## config.mk

```make
export PLATFORM = sky130hd
export DESIGN_NAME = mdas_walk
export DESIGN_NICKNAME = d
export VERILOG_FILES = /design/src/design/mdas_pkg.sv /design/src/design/mdas_walk.sv
export SDC_FILE = /design/constraint.sdc
export NUM_CORES = 1
export LEC_CHECK = 0
export BUFFER_PORTS_ARGS = -buffer_cell sky130_fd_sc_hd__buf_2
export CORE_MARGIN = 1
export CORE_UTILIZATION = 40
export CTS_CLUSTER_SIZE = 16
export DETAILED_ROUTE_END_ITERATION = 12
export PLACE_DENSITY_LB_ADDON = 0.3
export SLEW_MARGIN = 20
export SYNTH_ARGS = -nofsm -noshare
export SYNTH_HDL_FRONTEND = slang
export SYNTH_SLANG_ARGS = --single-unit
```

## constraint.sdc

```tcl
create_clock -name i_clk -period 8.4 [get_ports i_clk]
set_input_delay 0.42 -clock i_clk [delete_from_list [all_inputs] [get_ports i_clk]]
set_output_delay 0.42 -clock i_clk [all_outputs]
set_load 0.03 [all_outputs]
```

## src/design/mdas_pkg.sv

```systemverilog
// ----------------------------------------------------------------------------
// mdas_pkg
// Shared types and constants of the multi-dimensional array store.
// ----------------------------------------------------------------------------
package mdas_pkg;

    localparam int MAX_DIMS    = 4;
    localparam int STORE_DEPTH = 4096;

    localparam int NUM_EXT   = 4;   // extent registers / index fields
    localparam int DIM_LIMIT = (MAX_DIMS < NUM_EXT) ? MAX_DIMS : NUM_EXT;
    localparam int EXT_W     = 12;
    localparam int CNT_W     = 3;
    localparam int DATA_W    = 32;
    localparam int CFG_IDX_W = 3;
    localparam int DIM_W     = $clog2(NUM_EXT);
    localparam int ADDR_W    = $clog2(STORE_DEPTH);
    localparam int TOT_W     = ADDR_W + 1;      // holds STORE_DEPTH itself
    localparam int FACT_W    = EXT_W + 1;       // extent + 1

    typedef enum logic [1:0] {
        FN_READ  = 2'd0,
        FN_WRITE = 2'd1,
        FN_CLEAR = 2'd2,
        FN_NOP   = 2'd3
    } t_func;

    typedef enum logic [2:0] {
        ST_OK        = 3'd0,
        ST_UNDIM     = 3'd1,
        ST_TOO_LARGE = 3'd2,
        ST_COUNT     = 3'd3,
        ST_RANGE     = 3'd4
    } t_status;

    localparam logic [CFG_IDX_W-1:0] CFG_DIM_COUNT = 3'd0;
    localparam logic [CFG_IDX_W-1:0] CFG_EXTENT_0  = 3'd1;
    localparam logic [CFG_IDX_W-1:0] CFG_EXTENT_1  = 3'd2;
    localparam logic [CFG_IDX_W-1:0] CFG_EXTENT_2  = 3'd3;
    localparam logic [CFG_IDX_W-1:0] CFG_EXTENT_3  = 3'd4;

    typedef logic [NUM_EXT-1:0][EXT_W-1:0] t_ext_arr;

    typedef struct packed {
        t_func                    func;
        logic [CNT_W-1:0]         idx_count;
        logic [EXT_W-1:0]         idx0;
        logic [EXT_W-1:0]         idx1;
        logic [EXT_W-1:0]         idx2;
        logic [EXT_W-1:0]         idx3;
        logic signed [DATA_W-1:0] wr_data;
    } t_in_item;

    typedef struct packed {
        logic signed [DATA_W-1:0] rd_data;
        t_status                  status;
    } t_result;

    // dimension walk results, valid while done is high
    typedef struct packed {
        logic              done;
        logic              big;
        logic              rng;
        logic [TOT_W-1:0]  size;
        logic [ADDR_W-1:0] pos;
    } t_walk;

endpackage

```

## src/design/mdas_walk.sv

```systemverilog
// ----------------------------------------------------------------------------
// mdas_walk
// Walks the dimensions one per cycle: entry count, row-major position
// and index range check.
// ----------------------------------------------------------------------------
module mdas_walk import mdas_pkg::*; (
    input  logic             i_clk,
    input  logic             i_rst_n,
    input  logic             i_go,
    input  logic [CNT_W-1:0] i_dim_count,
    input  t_ext_arr         i_extent,
    input  t_ext_arr         i_index,
    output t_walk            o_walk
);

    localparam int TPROD_W = TOT_W + FACT_W;
    localparam int POS_W   = ADDR_W + FACT_W + 1;
    localparam logic [TPROD_W-1:0] DEPTH_P = TPROD_W'(STORE_DEPTH);

    logic              r_run;
    logic              r_done;
    logic [DIM_W-1:0]  r_d;
    logic [TOT_W-1:0]  r_total;
    logic [ADDR_W-1:0] r_pos;
    logic              r_big;
    logic              r_rng;

    logic [FACT_W-1:0]  factor;
    logic [TPROD_W-1:0] n_total;
    logic [POS_W-1:0]   n_pos;
    logic               last;

    assign factor  = {1'b0, i_extent[r_d]} + FACT_W'(1);
    assign n_total = TPROD_W'(r_total) * TPROD_W'(factor);
    assign n_pos   = POS_W'(r_pos) * POS_W'(factor) + POS_W'(i_index[r_d]);
    assign last    = (CNT_W'(r_d) == i_dim_count - CNT_W'(1));

    always_ff @(posedge i_clk) begin
        if (!i_rst_n) begin
            r_run  <= 1'b0;
            r_done <= 1'b0;
        end else if (i_go) begin
            r_run   <= 1'b1;
            r_done  <= 1'b0;
            r_d     <= '0;
            r_total <= TOT_W'(1);
            r_pos   <= '0;
            r_big   <= 1'b0;
            r_rng   <= 1'b0;
        end else if (r_run) begin
            // truncation is harmless: position only used when in range
            r_total <= n_total[TOT_W-1:0];
            r_pos   <= n_pos[ADDR_W-1:0];
            if (n_total > DEPTH_P) begin
                r_big <= 1'b1;
            end
            if (i_index[r_d] > i_extent[r_d]) begin
                r_rng <= 1'b1;
            end
            if (last) begin
                r_run  <= 1'b0;
                r_done <= 1'b1;
            end else begin
                r_d <= r_d + DIM_W'(1);
            end
        end else begin
            r_done <= 1'b0;
        end
    end

    assign o_walk.done = r_done;
    assign o_walk.big  = r_big;
    assign o_walk.rng  = r_rng;
    assign o_walk.size = r_total;
    assign o_walk.pos  = r_pos;

endmodule
```

==> flow_results.xml <==
<?xml version="1.0" encoding="UTF-8"?>
<metrics>
  <group name="outcome">
    <metric name="status" unit="">completed</metric>
  </group>
  <group name="timing">
    <metric name="tightestPinTransition" unit="ns">0.7015</metric>
    <metric name="timing.final.hold_violations" unit="">0</metric>
    <metric name="grt_setup_unrepaired" unit="">no</metric>
    <metric name="finClkSkew" unit="ns">0.006335</metric>
    <metric name="setup_tns" unit="ns">0</metric>
    <metric name="worst_slew_margin_rel" unit="%">53.00</metric>
    <metric name="final_max_slew_viol_count" unit="">0</metric>
    <metric name="fmaxAchievable" unit="MHz">126.5</metric>
    <metric name="final_setup_violating_endpoints" unit="">0</metric>
    <metric name="layout_worst_path_cycle_share" unit="%">94.07</metric>
    <metric name="finalCriticalPeriod" unit="ns">7.902</metric>
  </group>
  <group name="cells_and_area">
    <metric name="antenna_cells" unit="">0</metric>
    <metric name="layout_common_cells" unit="">inv_1, nand2_1, fa_1, buf_2, ha_1</metric>
    <metric name="nNetsFinal" unit="">1633</metric>
    <metric name="relative_area_change_from_synthesis_to_final_layout" unit="%">11.40</metric>
    <metric name="layout.cells.most_common" unit="">inv_1</metric>
    <metric name="final_layout_size_suffix_gt1_share" unit="%">16.24</metric>
  </group>
  <group name="hold_path">
    <metric name="min_path_type" unit="">in -&gt; reg</metric>
    <metric name="hold_start" unit="">i_rst_n</metric>
  </group>
  <group name="clock_network">
    <metric name="numCtsBuffers" unit="">5</metric>
    <metric name="clock_latency_at_the_later_pin_of_the_worst_skew_pair" unit="ns">0.29</metric>
    <metric name="ctsLongestPathBuffers" unit="">2</metric>
    <metric name="h-tree-depth" unit="">2</metric>
    <metric name="worst_setup_hold_path_clk_slew" unit="ns">0.06</metric>
    <metric name="tritoncts" unit="">yes</metric>
    <metric name="cts_root_buf" unit="">clkbuf_16</metric>
    <metric name="numClockSinks" unit="">31</metric>
  </group>
  <group name="placed_design">
    <metric name="post-dp-hpwl" unit="mm">21.87</metric>
    <metric name="routabilityCongestion" unit="">0.8436</metric>
    <metric name="number_of_i_o_port_buffers" unit="">129</metric>
  </group>
  <group name="synth">
    <metric name="yosys.area.top_type_share" unit="%">32.91</metric>
    <metric name="synth.ff_latch_count" unit="">31</metric>
    <metric name="synth_edf_count" unit="">29</metric>
    <metric name="syn-cell-area" unit="sq um">10280</metric>
    <metric name="syn_area_per_cell" unit="sq um">9.034</metric>
    <metric name="syn_inst" unit="">1138</metric>
    <metric name="synth_async_sr_flop_share" unit="%">0</metric>
    <metric name="number_of_distinct_library_cells_after_synthesis" unit="">53</metric>
    <metric name="synthesis.yosys.warnings" unit="">0</metric>
    <metric name="synth_top_area_cell" unit="">fa_1</metric>
    <metric name="synth-main-ff-cell" unit="">edfxtp_1</metric>
    <metric name="ys_top_cells_by_area" unit="">fa_1, ha_1, inv_1</metric>
    <metric name="mappedNetlistNets" unit="">1528</metric>
    <metric name="synth-seq-area-share" unit="%">8.860</metric>
  </group>
  <group name="drt">
    <metric name="drc" unit="">0</metric>
    <metric name="post_drt_via_cell_ratio" unit="">4.977</metric>
    <metric name="final_antenna_violating_net_count" unit="">0</metric>
    <metric name="detail_route.wirelength" unit="mm">26.47</metric>
    <metric name="num_vias" unit="">7834</metric>
    <metric name="detailedRoute.firstIterationViolations" unit="">417</metric>
    <metric name="detail_route.wl_per_cell" unit="um">16.82</metric>
    <metric name="first_drt_pass_iteration_count" unit="">5</metric>
  </group>
  <group name="global_route">
    <metric name="maximum_number_of_pins_on_one_net_before_global_route_repair" unit="">29</metric>
    <metric name="first_global_vias" unit="">8288</metric>
    <metric name="grt_antenna_before_repair" unit="">1</metric>
    <metric name="grt_pass1_wl" unit="mm">42.81</metric>
    <metric name="global_route.usage.total" unit="%">20.86</metric>
    <metric name="grt_residual_overflow" unit="">0</metric>
  </group>
  <group name="critical_path">
    <metric name="worst_path_dominant_cell_family" unit="">adder cells</metric>
    <metric name="crit_path_top_delay_cell" unit="">mux4_2</metric>
    <metric name="setup.worst_path.class" unit="">reg -&gt; reg</metric>
    <metric name="critical_path.endpoint_type" unit="">flop</metric>
    <metric name="worst-path-buf-inv" unit="">4</metric>
    <metric name="worstPathArrival" unit="ns">7.94</metric>
    <metric name="critical_path_required" unit="ns">8.44</metric>
    <metric name="path_common_cell" unit="">fa_1</metric>
    <metric name="worstSetupStartpointType" unit="">flop</metric>
    <metric name="critical_path.reg2reg.startpoint" unit="">r_d[0]</metric>
    <metric name="crit_fanout" unit="">18</metric>
    <metric name="critPathLaunch" unit="">r_d[0]</metric>
    <metric name="worst_path_largest_cell_delay" unit="ns">0.61</metric>
  </group>
  <group name="floorplan">
    <metric name="core_area" unit="sq um">25180</metric>
    <metric name="io_pins" unit="">130</metric>
    <metric name="floorplan.die.height" unit="um">162.3</metric>
    <metric name="floorplan.rows" unit="">58</metric>
    <metric name="die_area" unit="sq um">26350</metric>
    <metric name="die-width" unit="um">162.3</metric>
    <metric name="floorplan.initialDensity" unit="%">40.83</metric>
  </group>
  <group name="job">
    <metric name="cap_viol_max_count" unit="">0</metric>
  </group>
</metrics>
[registers in the layout, summed over array words and instances, names as in the netlist]
| signal | cells |
|---|---|
| r_done | 1 |
| r_d | 2 |
| r_pos | 12 |
| r_big | 1 |
| r_rng | 1 |
| r_total | 13 |
| r_run | 1 |
[layout make-up]
cell class	count	area, sq um
Clock buffer	5	125.1
Clock inverter	3	23.77
Fill cell	2449	13730
Inverter	251	942.2
Multi-Input combinational cell	804	8235
Sequential cell	31	910.9
Tap cell	330	412.9
Timing Repair Buffer	150	803.3
[cell usage after synthesis, types with 13 or more instances]
library cell,instances
a21oi_1,26
and2_1,60
clkbuf_1,42
edfxtp_1,29
fa_1,169
ha_1,119
inv_1,250
mux4_2,24
nand2_1,176
nor2_1,32
nor2b_1,37
o21ai_0,18
xnor2_1,37
xor2_1,13
[through the flow]
stage	hold WS (ns)	util, %	instance area (sq um)	std cells	setup slack, ns
after floorplan	0.4106	-	10280	1138	0.8978
after global placement	0.4253	44.82	11290	1566	0.3826
after detailed placement	0.4259	44.82	11290	1566	0.2097
after CTS	0.3578	45.41	11440	1574	0.1754
after global routing	0.3748	45.48	11450	1574	0.02672
final	0.3625	45.48	11450	1574	0.4979
[cell families after synthesis]
logic type,after synthesis,share of synthesized area [%]
buf+inv,303,11.43
mux,25,5.355
flops,31,8.860
fa+ha+maj,288,47.39
xor+xnor,57,5.489
compound gates,89,5.550
simple gates,345,15.93
[worst paths after layout]
kind                            slack, ns  cells past startpoint      to
worst max-delay path                 0.50                     26   r_big
worst min-delay path                 0.36                      3  r_done
worst max register to register       0.50                     26   r_big
worst min register to register       0.43                      2  r_done
[worst register-to-register path, stage by stage (launching register included)]
cell      delay (ns)
edfxtp_1        0.35
buf_4           0.33
mux4_2          0.62
ha_1            0.28
nand3_4         0.12
nor2_2          0.07
xnor2_2         0.48
nand2_1         0.17
fa_1            0.53
fa_1            0.52
inv_1           0.06
fa_1            0.48
fa_1            0.55
inv_1           0.06
fa_1            0.56
inv_1           0.05
ha_1            0.39
a21o_1          0.22
a21o_1          0.18
a221o_1         0.34
a41oi_1         0.31
o21ai_0         0.14
a21oi_1         0.25
mux2i_1         0.20
o311ai_0        0.14
nor2_1          0.12
a41oi_1         0.14
[timing repair]
item | in CTS | in global routing
resized for setup | 0 | 3
endpoints found under the hold margin | 0 | 0
endpoints found under the setup margin | 0 | 1
setup buffers | 0 | 0
hold buffers | 0 | 0
[metal layers]
layer	GRT usage (%)	share of wire (%)	up-vias
met5	0	0.030	-
met1	28.55	45	3867
met4	5.317	2.1	2
met3	2.554	4.7	42
li1	-	-	3717
met2	34.85	48	206
Power is not shown: default switching activity piles up to over one toggle a cycle in this logic, so the estimate is an artifact.
